`src/design/work_stealing_task_scheduler_defines.svh`:
```
// ---------------------------------------------------------------------------
// Work-stealing task scheduler: assertion macros
// Shared property wrappers, clocked on clk and disabled while rst_n is low.
// ---------------------------------------------------------------------------
`ifndef WORK_STEALING_TASK_SCHEDULER_DEFINES_SVH
`define WORK_STEALING_TASK_SCHEDULER_DEFINES_SVH

// same-cycle implication
`define WSTS_ASSERT_IMP(lbl, ante, cons) \
  lbl: assert property (@(posedge clk) disable iff (!rst_n) (ante) |-> (cons)) \
    else $error("wsts: implication check failed");

// next-cycle implication
`define WSTS_ASSERT_NXT(lbl, ante, cons) \
  lbl: assert property (@(posedge clk) disable iff (!rst_n) (ante) |=> (cons)) \
    else $error("wsts: next-cycle check failed");

`endif

```
`src/design/wsts_pkg.sv`:
```
// ---------------------------------------------------------------------------
// Work-stealing task scheduler package
// Command and status codes, request and response records.
// ---------------------------------------------------------------------------
package wsts_pkg;

  typedef enum logic [1:0] {
    CMD_ENQ   = 2'd0,
    CMD_FETCH = 2'd1,
    CMD_REPRI = 2'd2,
    CMD_RSVD  = 2'd3
  } cmd_t;

  typedef enum logic [1:0] {
    ST_OK       = 2'd0,
    ST_NONE     = 2'd1,
    ST_FULL     = 2'd2,
    ST_NOTFOUND = 2'd3
  } status_t;

  typedef struct packed {
    cmd_t        cmd;
    logic [15:0] task_id;
    logic [2:0]  pri;
    logic [2:0]  worker;
  } req_t;

  typedef struct packed {
    status_t     status;
    logic [15:0] task_id;
    logic [2:0]  pri;
    logic [2:0]  qidx;
    logic        stolen;
  } rsp_t;

endpackage

```
`src/design/wsts_ram.sv`:
```
// ---------------------------------------------------------------------------
// Generic RAM
// One write port, one read port, registered read data.
// ---------------------------------------------------------------------------
module wsts_ram #(
  parameter int WIDTH = 8,
  parameter int DEPTH = 16
) (
  input  logic                                   clk,
  input  logic                                   we,
  input  logic [((DEPTH > 1) ? $clog2(DEPTH) : 1)-1:0] waddr,
  input  logic [WIDTH-1:0]                       wdata,
  input  logic [((DEPTH > 1) ? $clog2(DEPTH) : 1)-1:0] raddr,
  output logic [WIDTH-1:0]                       rdata
);

  logic [WIDTH-1:0] mem [DEPTH];

  always_ff @(posedge clk) begin
    if (we) begin
      mem[waddr] <= wdata;
    end
    rdata <= mem[raddr];
  end

endmodule

```
`src/design/wsts_seq.sv`:
```
// ---------------------------------------------------------------------------
// Scheduler sequencer
// Walks queue counts and queue entries one RAM access per step.
// ---------------------------------------------------------------------------
`include "work_stealing_task_scheduler_defines.svh"

module wsts_seq #(
  parameter int NUM_QUEUES  = 8,
  parameter int QUEUE_DEPTH = 16,
  parameter int ID_BITS     = 16
) (
  input  logic                          clk,
  input  logic                          rst_n,
  input  logic                          start,
  input  wsts_pkg::req_t                req,
  input  logic [$clog2(NUM_QUEUES+1)-1:0] active_n,
  output logic                          idle,
  output logic                          res_valid,
  output wsts_pkg::rsp_t                res,
  input  logic                          res_ready
);

  localparam int QW = (NUM_QUEUES > 1) ? $clog2(NUM_QUEUES) : 1;
  localparam int NW = $clog2(NUM_QUEUES + 1);
  localparam int WW = (NW > 3) ? NW : 3;
  localparam int DW = $clog2(QUEUE_DEPTH);
  localparam int CW = $clog2(QUEUE_DEPTH + 1);
  localparam int AW = $clog2(NUM_QUEUES * QUEUE_DEPTH);
  localparam int EW = ID_BITS + 3;

  typedef enum logic [4:0] {
    S_IDLE, S_SCAN_RD, S_SCAN_EV, S_ENQ_RD, S_ENQ_EV,
    S_FCNT_RD, S_FCNT_EV, S_POP_RD, S_POP_EV, S_SHF_RD, S_SHF_EV,
    S_STEAL_RD, S_STEAL_EV, S_RCNT_RD, S_RCNT_EV, S_RENT_RD, S_RENT_EV,
    S_MV_RD, S_MV_EV, S_DONE
  } state_t;

  function automatic logic [AW-1:0] ent_addr(input logic [QW-1:0] q, input logic [DW-1:0] i);
    return AW'(q) * AW'(QUEUE_DEPTH) + AW'(i);
  endfunction

  function automatic logic [ID_BITS-1:0] id_ext(input logic [15:0] t);
    logic [63:0] t64;
    t64 = {48'd0, t};
    return t64[ID_BITS-1:0];
  endfunction

  function automatic logic [15:0] id16(input logic [ID_BITS-1:0] e);
    logic [63:0] e64;
    e64 = 64'(e);
    return e64[15:0];
  endfunction

  function automatic logic [2:0] q3(input logic [QW-1:0] q);
    logic [63:0] x64;
    x64 = 64'(q);
    return x64[2:0];
  endfunction

  state_t              st_r, st_nxt;
  wsts_pkg::req_t      cmd_r, cmd_nxt;
  logic [ID_BITS-1:0]  id_r, id_nxt;
  logic [NW-1:0]       q_r, q_nxt;
  logic [QW-1:0]       bq_r, bq_nxt;
  logic [CW-1:0]       bc_r, bc_nxt;
  logic [CW-1:0]       j_r, j_nxt;
  logic                up_r, up_nxt;
  wsts_pkg::rsp_t      res_r, res_nxt;
  logic [NUM_QUEUES-1:0] cvld_r, cvld_nxt;
  logic                cnt_rvld_r;

  logic [QW-1:0] cnt_raddr, cnt_waddr;
  logic          cnt_we;
  logic [CW-1:0] cnt_wdata, cnt_rdata, cnt_eff;
  logic [QW-1:0] ent_rq, ent_wq;
  logic [DW-1:0] ent_ri, ent_wi;
  logic          ent_we;
  logic [EW-1:0] ent_wdata, ent_rdata, mover;
  logic [NW-1:0] q_inc;
  logic [CW-1:0] jm1, jp1, bcm1;
  logic [WW-1:0] w_ext;
  logic [QW-1:0] w_q;
  logic          take;
  logic [CW-1:0] sel_c;
  logic [QW-1:0] sel_q;

  assign cnt_eff = cnt_rvld_r ? cnt_rdata : '0;
  assign q_inc   = q_r + 1'b1;
  assign jm1     = j_r - 1'b1;
  assign jp1     = j_r + 1'b1;
  assign bcm1    = bc_r - 1'b1;
  assign w_ext   = WW'(cmd_r.worker);
  assign w_q     = w_ext[QW-1:0];
  assign mover   = {id_r, cmd_r.pri};
  assign idle    = (st_r == S_IDLE);
  assign res_valid = (st_r == S_DONE);
  assign res     = res_r;

  wsts_ram #(.WIDTH(CW), .DEPTH(NUM_QUEUES)) u_cnt_ram (
    .clk   (clk),
    .we    (cnt_we),
    .waddr (cnt_waddr),
    .wdata (cnt_wdata),
    .raddr (cnt_raddr),
    .rdata (cnt_rdata)
  );

  wsts_ram #(.WIDTH(EW), .DEPTH(NUM_QUEUES * QUEUE_DEPTH)) u_ent_ram (
    .clk   (clk),
    .we    (ent_we),
    .waddr (ent_addr(ent_wq, ent_wi)),
    .wdata (ent_wdata),
    .raddr (ent_addr(ent_rq, ent_ri)),
    .rdata (ent_rdata)
  );

  always_comb begin
    st_nxt    = st_r;
    cmd_nxt   = cmd_r;
    id_nxt    = id_r;
    q_nxt     = q_r;
    bq_nxt    = bq_r;
    bc_nxt    = bc_r;
    j_nxt     = j_r;
    up_nxt    = up_r;
    res_nxt   = res_r;
    cvld_nxt  = cvld_r;
    cnt_raddr = '0;
    cnt_we    = 1'b0;
    cnt_waddr = bq_r;
    cnt_wdata = '0;
    ent_rq    = bq_r;
    ent_ri    = '0;
    ent_we    = 1'b0;
    ent_wq    = bq_r;
    ent_wi    = j_r[DW-1:0];
    ent_wdata = mover;
    take      = 1'b0;
    sel_c     = bc_r;
    sel_q     = bq_r;

    case (st_r)
      S_IDLE: begin
        if (start) begin
          cmd_nxt = req;
          id_nxt  = id_ext(req.task_id);
          res_nxt = '0;
          q_nxt   = '0;
          bq_nxt  = '0;
          bc_nxt  = '0;
          j_nxt   = '0;
          case (req.cmd)
            wsts_pkg::CMD_ENQ:   st_nxt = S_SCAN_RD;
            wsts_pkg::CMD_FETCH: begin
              if (WW'(req.worker) >= WW'(active_n)) begin
                res_nxt.status = wsts_pkg::ST_NONE;
                st_nxt = S_DONE;
              end else begin
                st_nxt = S_FCNT_RD;
              end
            end
            wsts_pkg::CMD_REPRI: st_nxt = S_RCNT_RD;
            default: begin
              res_nxt.status = wsts_pkg::ST_NONE;
              st_nxt = S_DONE;
            end
          endcase
        end
      end

      // count scan: least loaded for enqueue, busiest other for steal
      S_SCAN_RD: begin
        cnt_raddr = q_r[QW-1:0];
        st_nxt = S_SCAN_EV;
      end
      S_SCAN_EV: begin
        if (cmd_r.cmd == wsts_pkg::CMD_ENQ) begin
          take = (q_r == '0) || (cnt_eff < bc_r);
        end else begin
          take = (WW'(q_r) != w_ext) && (cnt_eff > bc_r);
        end
        if (take) begin
          sel_c = cnt_eff;
          sel_q = q_r[QW-1:0];
        end
        bc_nxt = sel_c;
        bq_nxt = sel_q;
        q_nxt  = q_inc;
        if (q_inc != active_n) begin
          st_nxt = S_SCAN_RD;
        end else if (cmd_r.cmd == wsts_pkg::CMD_ENQ) begin
          if (sel_c == CW'(QUEUE_DEPTH)) begin
            res_nxt.status = wsts_pkg::ST_FULL;
            st_nxt = S_DONE;
          end else begin
            j_nxt  = sel_c;
            st_nxt = S_ENQ_RD;
          end
        end else if (sel_c == '0) begin
          res_nxt.status = wsts_pkg::ST_NONE;
          st_nxt = S_DONE;
        end else begin
          st_nxt = S_STEAL_RD;
        end
      end

      // insertion from the back: shift entries of lower or equal priority up one slot
      S_ENQ_RD: begin
        if (j_r == '0) begin
          ent_we    = 1'b1;
          cnt_we    = 1'b1;
          cnt_wdata = bc_r + 1'b1;
          cvld_nxt[bq_r] = 1'b1;
          res_nxt.qidx = q3(bq_r);
          st_nxt = S_DONE;
        end else begin
          ent_ri = jm1[DW-1:0];
          st_nxt = S_ENQ_EV;
        end
      end
      S_ENQ_EV: begin
        ent_we = 1'b1;
        if (ent_rdata[2:0] > cmd_r.pri) begin
          cnt_we    = 1'b1;
          cnt_wdata = bc_r + 1'b1;
          cvld_nxt[bq_r] = 1'b1;
          res_nxt.qidx = q3(bq_r);
          st_nxt = S_DONE;
        end else begin
          ent_wdata = ent_rdata;
          j_nxt  = jm1;
          st_nxt = S_ENQ_RD;
        end
      end

      S_FCNT_RD: begin
        cnt_raddr = w_q;
        st_nxt = S_FCNT_EV;
      end
      S_FCNT_EV: begin
        if (cnt_eff != '0) begin
          bq_nxt = w_q;
          bc_nxt = cnt_eff;
          st_nxt = S_POP_RD;
        end else begin
          st_nxt = S_SCAN_RD;
        end
      end
      S_POP_RD: begin
        st_nxt = S_POP_EV;
      end
      S_POP_EV: begin
        res_nxt.task_id = id16(ent_rdata[EW-1:3]);
        res_nxt.pri     = ent_rdata[2:0];
        res_nxt.qidx    = q3(bq_r);
        j_nxt = CW'(1);
        if (bc_r == CW'(1)) begin
          cnt_we = 1'b1;
          st_nxt = S_DONE;
        end else begin
          st_nxt = S_SHF_RD;
        end
      end
      // close the gap at the front
      S_SHF_RD: begin
        ent_ri = j_r[DW-1:0];
        st_nxt = S_SHF_EV;
      end
      S_SHF_EV: begin
        ent_we    = 1'b1;
        ent_wi    = jm1[DW-1:0];
        ent_wdata = ent_rdata;
        j_nxt = jp1;
        if (jp1 == bc_r) begin
          cnt_we    = 1'b1;
          cnt_wdata = bcm1;
          st_nxt = S_DONE;
        end else begin
          st_nxt = S_SHF_RD;
        end
      end

      S_STEAL_RD: begin
        ent_ri = bcm1[DW-1:0];
        st_nxt = S_STEAL_EV;
      end
      S_STEAL_EV: begin
        res_nxt.task_id = id16(ent_rdata[EW-1:3]);
        res_nxt.pri     = ent_rdata[2:0];
        res_nxt.qidx    = q3(bq_r);
        res_nxt.stolen  = 1'b1;
        cnt_we    = 1'b1;
        cnt_wdata = bcm1;
        st_nxt = S_DONE;
      end

      // tag search, queue by queue, front to back
      S_RCNT_RD: begin
        cnt_raddr = q_r[QW-1:0];
        st_nxt = S_RCNT_EV;
      end
      S_RCNT_EV: begin
        bc_nxt = cnt_eff;
        j_nxt  = '0;
        if (cnt_eff != '0) begin
          st_nxt = S_RENT_RD;
        end else begin
          q_nxt = q_inc;
          if (q_inc == active_n) begin
            res_nxt.status = wsts_pkg::ST_NOTFOUND;
            st_nxt = S_DONE;
          end else begin
            st_nxt = S_RCNT_RD;
          end
        end
      end
      S_RENT_RD: begin
        ent_rq = q_r[QW-1:0];
        ent_ri = j_r[DW-1:0];
        st_nxt = S_RENT_EV;
      end
      S_RENT_EV: begin
        if (ent_rdata[EW-1:3] == id_r) begin
          bq_nxt = q_r[QW-1:0];
          res_nxt.qidx = q3(q_r[QW-1:0]);
          up_nxt = (cmd_r.pri > ent_rdata[2:0]);
          if (cmd_r.pri == ent_rdata[2:0]) begin
            st_nxt = S_DONE;
          end else begin
            st_nxt = S_MV_RD;
          end
        end else begin
          j_nxt = jp1;
          if (jp1 != bc_r) begin
            st_nxt = S_RENT_RD;
          end else begin
            q_nxt = q_inc;
            if (q_inc == active_n) begin
              res_nxt.status = wsts_pkg::ST_NOTFOUND;
              st_nxt = S_DONE;
            end else begin
              st_nxt = S_RCNT_RD;
            end
          end
        end
      end
      // move the re-tagged entry toward the front (raised) or back (lowered)
      S_MV_RD: begin
        if (up_r ? (j_r == '0) : (jp1 == bc_r)) begin
          ent_we = 1'b1;
          st_nxt = S_DONE;
        end else begin
          ent_ri = up_r ? jm1[DW-1:0] : jp1[DW-1:0];
          st_nxt = S_MV_EV;
        end
      end
      S_MV_EV: begin
        ent_we = 1'b1;
        if (up_r ? (ent_rdata[2:0] < cmd_r.pri) : (ent_rdata[2:0] > cmd_r.pri)) begin
          ent_wdata = ent_rdata;
          j_nxt  = up_r ? jm1 : jp1;
          st_nxt = S_MV_RD;
        end else begin
          st_nxt = S_DONE;
        end
      end

      S_DONE: begin
        if (res_ready) begin
          st_nxt = S_IDLE;
        end
      end

      default: st_nxt = S_IDLE;
    endcase
  end

  always_ff @(posedge clk) begin
    if (!rst_n) begin
      st_r   <= S_IDLE;
      cvld_r <= '0;
    end else begin
      st_r   <= st_nxt;
      cvld_r <= cvld_nxt;
    end
    cmd_r      <= cmd_nxt;
    id_r       <= id_nxt;
    q_r        <= q_nxt;
    bq_r       <= bq_nxt;
    bc_r       <= bc_nxt;
    j_r        <= j_nxt;
    up_r       <= up_nxt;
    res_r      <= res_nxt;
    cnt_rvld_r <= cvld_r[cnt_raddr];
  end

  `WSTS_ASSERT_IMP(a_fail_zero, res_valid && (res_r.status != wsts_pkg::ST_OK),
    (res_r.task_id == '0) && (res_r.qidx == '0) && !res_r.stolen)
  `WSTS_ASSERT_IMP(a_steal_fetch, res_valid && res_r.stolen,
    (res_r.status == wsts_pkg::ST_OK) && (cmd_r.cmd == wsts_pkg::CMD_FETCH))
  `WSTS_ASSERT_IMP(a_cnt_range, cnt_we, cnt_wdata <= CW'(QUEUE_DEPTH))
  `WSTS_ASSERT_NXT(a_res_hold, res_valid && !res_ready, res_valid && $stable(res_r))

endmodule

```
`src/design/work_stealing_task_scheduler.sv`:
```
// ---------------------------------------------------------------------------
// Work-stealing priority task scheduler
// Per-worker priority queues with enqueue, fetch/steal and reprioritize.
// ---------------------------------------------------------------------------
// - in_*: one transaction per command; in_tuser is the command, in_tdata the
//   task tag, priority and worker. out_*: one result transaction per command,
//   in command order; out_tuser is the status code.
// - cfg_wr_en/cfg_wr_data set the active worker count n; write it only while
//   idle. Zero acts as one, values above NUM_QUEUES saturate.
// - Each step is a RAM read then an evaluate. Enqueue scans the count of
//   every active queue, then shifts entries from the back; own fetch pops
//   the front and shifts the rest forward; steal, when the own queue is
//   empty, scans the counts and takes from the back; reprioritize reads
//   counts, searches entries and moves the entry; a rejected fetch or an
//   unused command goes straight to the result. A full tag search is longest.
// - One command at a time: in_tready is high only while the sequencer idles.
//   A result in the output register lets the next command in while
//   out_tvalid waits; a second result holds the sequencer until it drains.
// - Reset (rst_n low, synchronous) empties every queue and sets the active
//   worker count to 8. Queue slot contents are not cleared.
// ---------------------------------------------------------------------------
module work_stealing_task_scheduler #(
  parameter int NUM_QUEUES  = 8,
  parameter int QUEUE_DEPTH = 16,
  parameter int ID_BITS     = 16
) (
  input  logic        clk,
  input  logic        rst_n,
  // in_tdata: task_id[15:0], priority_req[18:16], worker[21:19], zero pad
  input  logic        in_tvalid,
  output logic        in_tready,
  input  logic [23:0] in_tdata,
  // in_tuser: cmd[1:0]
  input  logic [1:0]  in_tuser,
  // out_tdata: out_task_id[15:0], out_priority[18:16], queue_index[21:19],
  //            stolen[22], zero pad
  output logic        out_tvalid,
  input  logic        out_tready,
  output logic [23:0] out_tdata,
  // out_tuser: status[1:0]
  output logic [1:0]  out_tuser,
  input  logic        cfg_wr_en,
  input  logic [3:0]  cfg_wr_data
);

  localparam int NW  = $clog2(NUM_QUEUES + 1);
  localparam int AWW = (NW > 4) ? NW : 4;

  logic [3:0]     aw_r;
  logic [NW-1:0]  act_n;
  wsts_pkg::req_t req;
  wsts_pkg::rsp_t seq_res;
  wsts_pkg::rsp_t out_r;
  logic           out_vld_r;
  logic           seq_idle, seq_vld, seq_rdy;

  // clamp the active worker count into 1..NUM_QUEUES
  always_comb begin
    if (aw_r == 4'd0) begin
      act_n = NW'(1);
    end else if (AWW'(aw_r) > AWW'(NUM_QUEUES)) begin
      act_n = NW'(NUM_QUEUES);
    end else begin
      act_n = NW'(aw_r);
    end
  end

  assign req.cmd     = wsts_pkg::cmd_t'(in_tuser);
  assign req.task_id = in_tdata[15:0];
  assign req.pri     = in_tdata[18:16];
  assign req.worker  = in_tdata[21:19];

  assign in_tready = seq_idle;
  // output register loads when empty or draining this cycle
  assign seq_rdy   = !out_vld_r || out_tready;

  wsts_seq #(
    .NUM_QUEUES  (NUM_QUEUES),
    .QUEUE_DEPTH (QUEUE_DEPTH),
    .ID_BITS     (ID_BITS)
  ) u_seq (
    .clk       (clk),
    .rst_n     (rst_n),
    .start     (in_tvalid),
    .req       (req),
    .active_n  (act_n),
    .idle      (seq_idle),
    .res_valid (seq_vld),
    .res       (seq_res),
    .res_ready (seq_rdy)
  );

  always_ff @(posedge clk) begin
    if (!rst_n) begin
      aw_r      <= 4'd8;
      out_vld_r <= 1'b0;
    end else begin
      if (cfg_wr_en) begin
        aw_r <= cfg_wr_data;
      end
      if (seq_rdy) begin
        out_vld_r <= seq_vld;
      end
    end
    if (seq_rdy && seq_vld) begin
      out_r <= seq_res;
    end
  end

  assign out_tvalid = out_vld_r;
  assign out_tuser  = out_r.status;
  assign out_tdata  = {1'b0, out_r.stolen, out_r.qidx, out_r.pri, out_r.task_id};

endmodule

```
`config.mk`:
```
export PLATFORM = sky130hd
export DESIGN_NAME = work_stealing_task_scheduler
export DESIGN_NICKNAME = d
export VERILOG_FILES = /design/src/design/wsts_pkg.sv /design/src/design/wsts_ram.sv /design/src/design/wsts_seq.sv /design/src/design/work_stealing_task_scheduler.sv
export VERILOG_INCLUDE_DIRS = /design/src /design/src/design
export SDC_FILE = /design/constraint.sdc
export NUM_CORES = 2
export LEC_CHECK = 0
export BUFFER_PORTS_ARGS = -buffer_cell sky130_fd_sc_hd__buf_4
export CORE_MARGIN = 2
export CORE_UTILIZATION = 45
export DETAILED_ROUTE_END_ITERATION = 7
export PLACE_DENSITY = 0.7
export SETUP_SLACK_MARGIN = 0.4
export SYNTH_ARGS = -nofsm -noshare
export SYNTH_HDL_FRONTEND = slang
export SYNTH_HIERARCHICAL = 1
export SYNTH_SLANG_ARGS = --single-unit
```
`constraint.sdc`:
```
create_clock -name clk -period 9.3 [get_ports clk]
set_input_delay 2.325 -clock clk [delete_from_list [all_inputs] [get_ports clk]]
set_output_delay 2.325 -clock clk [all_outputs]
set_load 0.01 [all_outputs]
```
# == Word level (Yosys, flattened, before mapping) ==
# Memories as Yosys holds them, arrays and structs flattened. A register that Yosys moved wholly into a read port is not among the register bits.
# Cells that the tools add are included.
# word_totals
wordCells,230
inputBits,35
n_memories,2
output_inout_bits,28
reg_bits,111
ramBits,2472
# memory_table
name,words,width,rd,rd_clocked_by_memory_dff,write_ports,line,source
u_seq.u_ent_ram.mem,128,19,1,1,1,wsts_ram.sv:17,logic [WIDTH-1:0] mem [DEPTH];
u_seq.u_cnt_ram.mem,8,5,1,1,1,wsts_ram.sv:17,
# op_classes
n_bitwise,1
mux,100
n_lt_le_gt_ge,10
n_reduce_logical,39
add_sub_neg,7
n_eq_ne,47
# op_table
cell,n
2-to-1 mux 5 bit,30
one-hot mux 5 bit (20 select lines),1
one-hot mux 19 bit (3 select lines),1
== test 5 x 4 -> 1 bit (second input constant),8
2-to-1 mux 4 bit,10
one-hot mux 5 bit (4 select lines),2
one-hot mux 5 bit (8 select lines),1
2-to-1 mux 19 bit,2
one-hot mux 19 bit (2 select lines),1
one-hot mux 4 bit (4 select lines),2
== test 5 bit (second input constant),5
2-to-1 mux 25 bit,1
2-to-1 mux 3 bit,8
== test 5 x 3 -> 1 bit (second input constant),4
2-to-1 mux 2 bit,10
2-to-1 mux 1 bit,17
== test 16 bit,1
2-to-1 mux 8 bit,2
inequality test 2 bit (second input constant),8
one-hot mux 8 bit (2 select lines),1
AND reduction 8 bit,2
logical NOT 5 bit,3
one-hot mux 3 bit (5 select lines),1
one-hot mux 5 bit (3 select lines),1
49 further kinds,82

# == Logic depth before layout (Yosys ltp) ==
# logic_depth
ltp_word,12
mapped_depth,17
ltp_nobuf,12

# == Modules after synthesis ==
# The synthesis kept the hierarchy.
# modules_own_cells
module,cells_per_inst,area_each_um2,seq_area_each_um2,n_inst
wsts_ram (u_seq.u_ent_ram),3631,93138.1,73410.4,1
wsts_seq,610,5791.8,2292.2,1
wsts_ram (u_seq.u_cnt_ram),75,1694.1,1301.2,1
work_stealing_task_scheduler,50,997.2,850.8,1

# == Worst setup path after synthesis ==
# Ideal clock, no wire load.
# synth_path
path_type,reg2reg
startpoint,reg u_seq.j_r[0]
endpoint,reg u_seq.u_ent_ram.rdata[10] (read register of u_seq.u_ent_ram.mem)
n_path_buf,4
arrival_ps,4377
period_less_slack_ps,4498
setup_time_ps,121
t_required_ps,9179
stages_incl_launch_ff,17
setup_slack_ps,4802
cell_sequence,edfxtp_1 buf_2 inv_1 ha_1 xnor2_1 and3_1 nand2_1 o211a_1 nor3_1 o22ai_1 clkbuf_1 buf_2 buf_1 mux4_2 mux4_2 mux4_2 mux2_2
# synth_via
elab_chain_len,6
elab_cells_between_ends,10
cone_classes,add/sub: 3; eq/ne: 1; mux: 5; reduce/logical: 1
# synth_rtl
element,line,source
from (decl),wsts_seq.sv:66,"logic [CW-1:0] j_r, j_nxt;"
from (signal assigned),wsts_seq.sv:391,j_r <= j_nxt;
adder 5 x 1 -> 5 bit,wsts_seq.sv:90,assign jp1 = j_r + 1'b1;
== test 5 bit,wsts_seq.sv:349,if (up_r ? (j_r == '0) : (jp1 == bc_r)) begin
2-to-1 mux 1 bit,wsts_seq.sv:349,
2-to-1 mux 4 bit,wsts_seq.sv:349,
one-hot mux 4 bit (4 select lines) (*),wsts_seq.sv:142,case (st_r)
via u_seq.ent_ri[0],wsts_seq.sv:76,"logic [DW-1:0] ent_ri, ent_wi;"
adder 7 x 4 -> 7 bit (*),wsts_seq.sv:39,return AW'(q) * AW'(QUEUE_DEPTH) + AW'(i);
to (decl),wsts_ram.sv:14,output logic [WIDTH-1:0] rdata
# The timed path passes the listed nets; every way through them passes the cells marked *.
# A chain may end at the register's enable or synchronous reset.

# == Final worst setup path ==
# layout_path
startpoint,reg u_seq.j_r[0]
endpoint,reg u_seq.u_ent_ram.rdata[3] (read register of u_seq.u_ent_ram.mem)
# The elaborated chain is that of the path after synthesis.

==> flow_metrics.py <==
metrics = {
    "status": {
        "status": "finished, final reports clean",
    },
    "synth": {
        "seq_area_frac_synth_pct": 76.6,
        "synth-simple-area-share_pct": 1.96,
        "yosys.area.top_type": "edfxtp_1",
        "ys_top_cells_by_area": "edfxtp_1 (76%), mux4_2 (18%), dfxtp_1 (0.85%)",
        "yosys.area.top_type_share_pct": 75.8,
        "ys.flop_type": "edfxtp_1",
        "avgSynthCellArea_um2": 23.3,
        "synth_mux_area_share_pct": 18.7,
        "synthXorXnorAreaFrac_pct": 0.401,
        "synth_adder_area_share_pct": 0.197,
        "synth_area_um2": 102000,
        "synth_cell_types": 80,
        "synth_cells": 4366,
        "synth_top_family_by_area": "multiplexers",
        "synth_compound_area_share_pct": 0.971,
        "ys_ff_latch": 2607,
        "synth_edf_count": 2564,
        "async_reset_ff_share_pct": 0,
        "syn-num-nets": 4417,
        "yosysWarnings": 6,
    },
    "worst_setup_path": {
        "cp_common_cell": "mux4_2",
        "cp_num_buf_inv": 3,
        "path_class": "flip-flop to flip-flop",
        "crit_arrival_ps": 7040,
        "cp_top_family": "multiplexers",
        "cp.required_ps": 10050,
        "critPathLaunchType": "flip-flop",
        "crit_slowest_cell": "o22ai_4",
        "end_kind": "flip-flop",
        "path_cells": "inv_1, ha_1, xnor2_1, and3_1, nand2_1, o211a_1, nor3_1, o22ai_4, buf_12, buf_12, mux4_2, mux4_2, mux4_2, mux2_2",
        "cp_max_fo": 64,
        "cpPeakStageDelay_ps": 740,
    },
    "cts": {
        "post_cts_buffers": 0,
        "cts_resized": 0,
        "clock-root-buffer": "clkbuf_16",
        "numCtsBuffers": 233,
        "numClockSinks": 2607,
        "cts_tree": "yes",
        "cts.clk_slew.worst_paths_ps": 70,
        "cts.path.max_buffers": 3,
        "clock_latency_ps": 880,
        "cts_hold_buf": 0,
        "h-tree-depth": 4,
    },
    "layout": {
        "ff_latch_area_um2": 77900,
        "instances_no_fill": 7773,
        "nets": 4632,
        "synthToLayoutAreaGrowth_pct": 12.2,
        "fillCellCount": 17200,
        "multi_input_area_um2": 23200,
        "drive_above_1_share_pct": 32.2,
    },
    "sta": {
        "report.final.slew_viol_count": 0,
        "setup_viol": 0,
        "slew-limit-headroom_pct": 15.3,
        "rsz0062_at_grt": "false",
        "period_needed_ps": 6290,
        "tns_ps": 0,
        "tightestPinTransition_ps": 1260,
        "fmax_mhz": 159,
        "fin_crit_sh_pct": 67.6,
        "hold_viol": 0,
        "fin_skew_ps": 35.7,
    },
    "detailed_routing": {
        "routed_via_density": 6.04,
        "dr.first_iter.drc_count": 5882,
        "wire_per_inst_um": 29.9,
        "first_pass_iters": 5,
        "wirelength_mm": 232,
        "dr_total_vias": 47000,
        "ant_nets": 0,
        "drcViolationCount": 0,
    },
    "hold_path": {
        "hp-class": "flip-flop to flip-flop",
    },
    "global_routing": {
        "grt_util_all_layers_pct": 20.2,
        "grt_antenna_before_repair": 15,
        "grt_first_pass_wirelength_mm": 336,
        "grt_max_degree": 134,
        "overflow": 0,
        "grt_pass1_vias": 47300,
    },
    "power": {
        "powerDensity_nw_per_um2": 300,
        "vdd_drop_max_mv": 0.262,
        "swShare_pct": 30.4,
        "clkPwrFrac_pct": 26.9,
        "p_leak_nw": 34.3,
        "power_switching_mw": 10.4,
        "p_int_mw": 23.8,
        "seq_power_share_pct": 44.4,
        "pwr-share-comb_pct": 28.7,
    },
    "floorplanning": {
        "core-area_um2": 225000,
        "io_pins": 63,
        "dieArea_um2": 230000,
        "rows": 174,
        "die_x_um": 479,
        "die_h_um": 479,
        "initial_utilization_pct": 45.2,
    },
    "place": {
        "place_congestion": 0.872,
        "port_buffers": 59,
        "place_inst": 7338,
        "hpwl_mm": 129,
    },
    "job": {
        "drv_cap": 0,
    },
}
==> Yosys cell counts (all sizes together), types with 2 or more instances <==
cell type     n
xnor2        16
dfxtp        43
o211ai        5
mux2i        19
a22o          5
buf         107
nor2b        22
nand2        76
or2           2
a21oi        29
or3           8
a21o          5
a211oi        2
a31oi        13
inv          28
a32oi         2
edfxtp     2564
o41ai         3
nor2        174
a221oi        3
clkbuf      124
and4b         2
o21ai        26
o22ai         6
o32a          2
and4          2
nor3         31
nand3        33
xor2         28
nand2b       11
mux2         49
o21a         12
o31ai         7
mux4        808
nor4          5
ha           16
a311oi        2
nor4b         4
and3          9
nand4         9
nor3b         5
o221ai        3
a2111oi       2
and2         25
==> routing by layer <==
layer	track usage (%)	up-vias	part of all wire, %
met4	6.11	2	2.9
met5	0	-	0.0056
met2	32.9	2308	49
li1	-	19000	-
met1	28.3	25300	39
met3	3.23	336	8.7
==> placed cells by master (no fill, tap or decap), types with 12 or more instances in the layout <==
cell / count
clkbuf_1: 46
buf_12: 14
dfxtp_1: 43
clkbuf_16: 235
buf_4: 197
mux2_2: 27
ha_1: 16
clkinv_1: 54
clkinv_2: 51
a31oi_1: 13
nor3_1: 20
mux4_2: 798
bufinv_16: 13
o21a_1: 12
a21oi_1: 28
and2_1: 25
mux2i_1: 19
clkinvlp_4: 15
nor2_2: 83
nor2_1: 55
xnor2_1: 15
nor2_4: 36
nor2b_1: 22
xor2_1: 28
nand2_1: 76
o21ai_0: 20
inv_1: 28
edfxtp_1: 2564
nand3_1: 33
mux2_4: 20
==> cells by family after synthesis <==
| kind of cell | Yosys count |
|---|---|
| buffers and inverters | 260 |
| DFF | 2607 |
| other | 1 |
| xor gates and xnor gates | 45 |
| AOI/OAI and AO/OA | 140 |
| adders and majority gates | 16 |
| muxes | 876 |
| and+or+nand+nor | 421 |
==> power groups by stage <==
stage | sequential [mW] | clock, mW | combinational, mW
6_report | 15.2 | 9.20 | 9.80
5_1_grt | 15.2 | 9.80 | 10.4
4_1_cts | 15.2 | 9.35 | 9.88
3_5_place_dp | 15.4 | 0 | 9.86
3_3_place_gp | 15.4 | 0 | 9.66
2_1_floorplan | 15.3 | 0 | 6.58
==> through the flow <==
stage	hold slack [ps]	total power [mW]	util (%)	area (um^2)	worst slack, ps
2_1_floorplan	400	21.9	-	102000	4800
3_3_place_gp	405	25.1	47.5	107000	3050
3_5_place_dp	406	25.3	47.5	107000	3050
4_1_cts	419	34.4	50.7	114000	3000
5_1_grt	429	35.4	50.7	114000	2690
6_report	414	34.2	50.7	114000	3010
==> final timing paths <==
kind                                     from                        to  slack [ps]  depth (start not counted)
worst min-delay path            u_seq/res[23]              out_tuser[0]         410                          0
worst max-delay path             u_seq/j_r[0]  u_seq/u_ent_ram/rdata[3]        3010                         14
worst min register to register  u_seq/res[23]              out_tuser[0]         410                          0
worst max register to register   u_seq/j_r[0]  u_seq/u_ent_ram/rdata[3]        3010                         14
==> cell type report <==
cell class	instances	area share [%]
flip-flops and latches	2607	68.3
multi-input cells	1499	20.4
clock buffers	283	5.33
well taps	2992	3.28
repair buffers	211	1.54
clock inverters	151	1.07
inverters	29	0.0955
diodes	1	0.00220
==> state kept, by name, summed over array words and instances, names as in the netlist <==
register,count
u_seq/cmd_r,5
out_tvalid,1
u_seq/st_r,5
out_tuser,2
aw_r,4
u_seq/up_r,1
u_seq/u_ent_ram/mem,2432
u_seq/res,25
u_seq/bc_r,5
u_seq/cnt_rvld_r,1
u_seq/u_ent_ram/rdata,19
u_seq/q_r,4
u_seq/j_r,5
u_seq/w_q,3
u_seq/u_cnt_ram/rdata,5
u_seq/bq_r,3
u_seq/id_r,16
u_seq/u_cnt_ram/mem,40
u_seq/cvld_r,8
out_tdata,23
==> worst reg2reg max path, delay by kind of cell, from the launching register on <==
family,cells,cell delay [ps]
adders and majority gates,1,480
buffers and inverters,3,1300
xor gates and xnor gates,1,170
muxes,4,2060
AOI/OAI and AO/OA,2,1020
and+or+nand+nor,3,530
DFF,1,600
No activity file was read; power rests on OpenSTA's default activity.
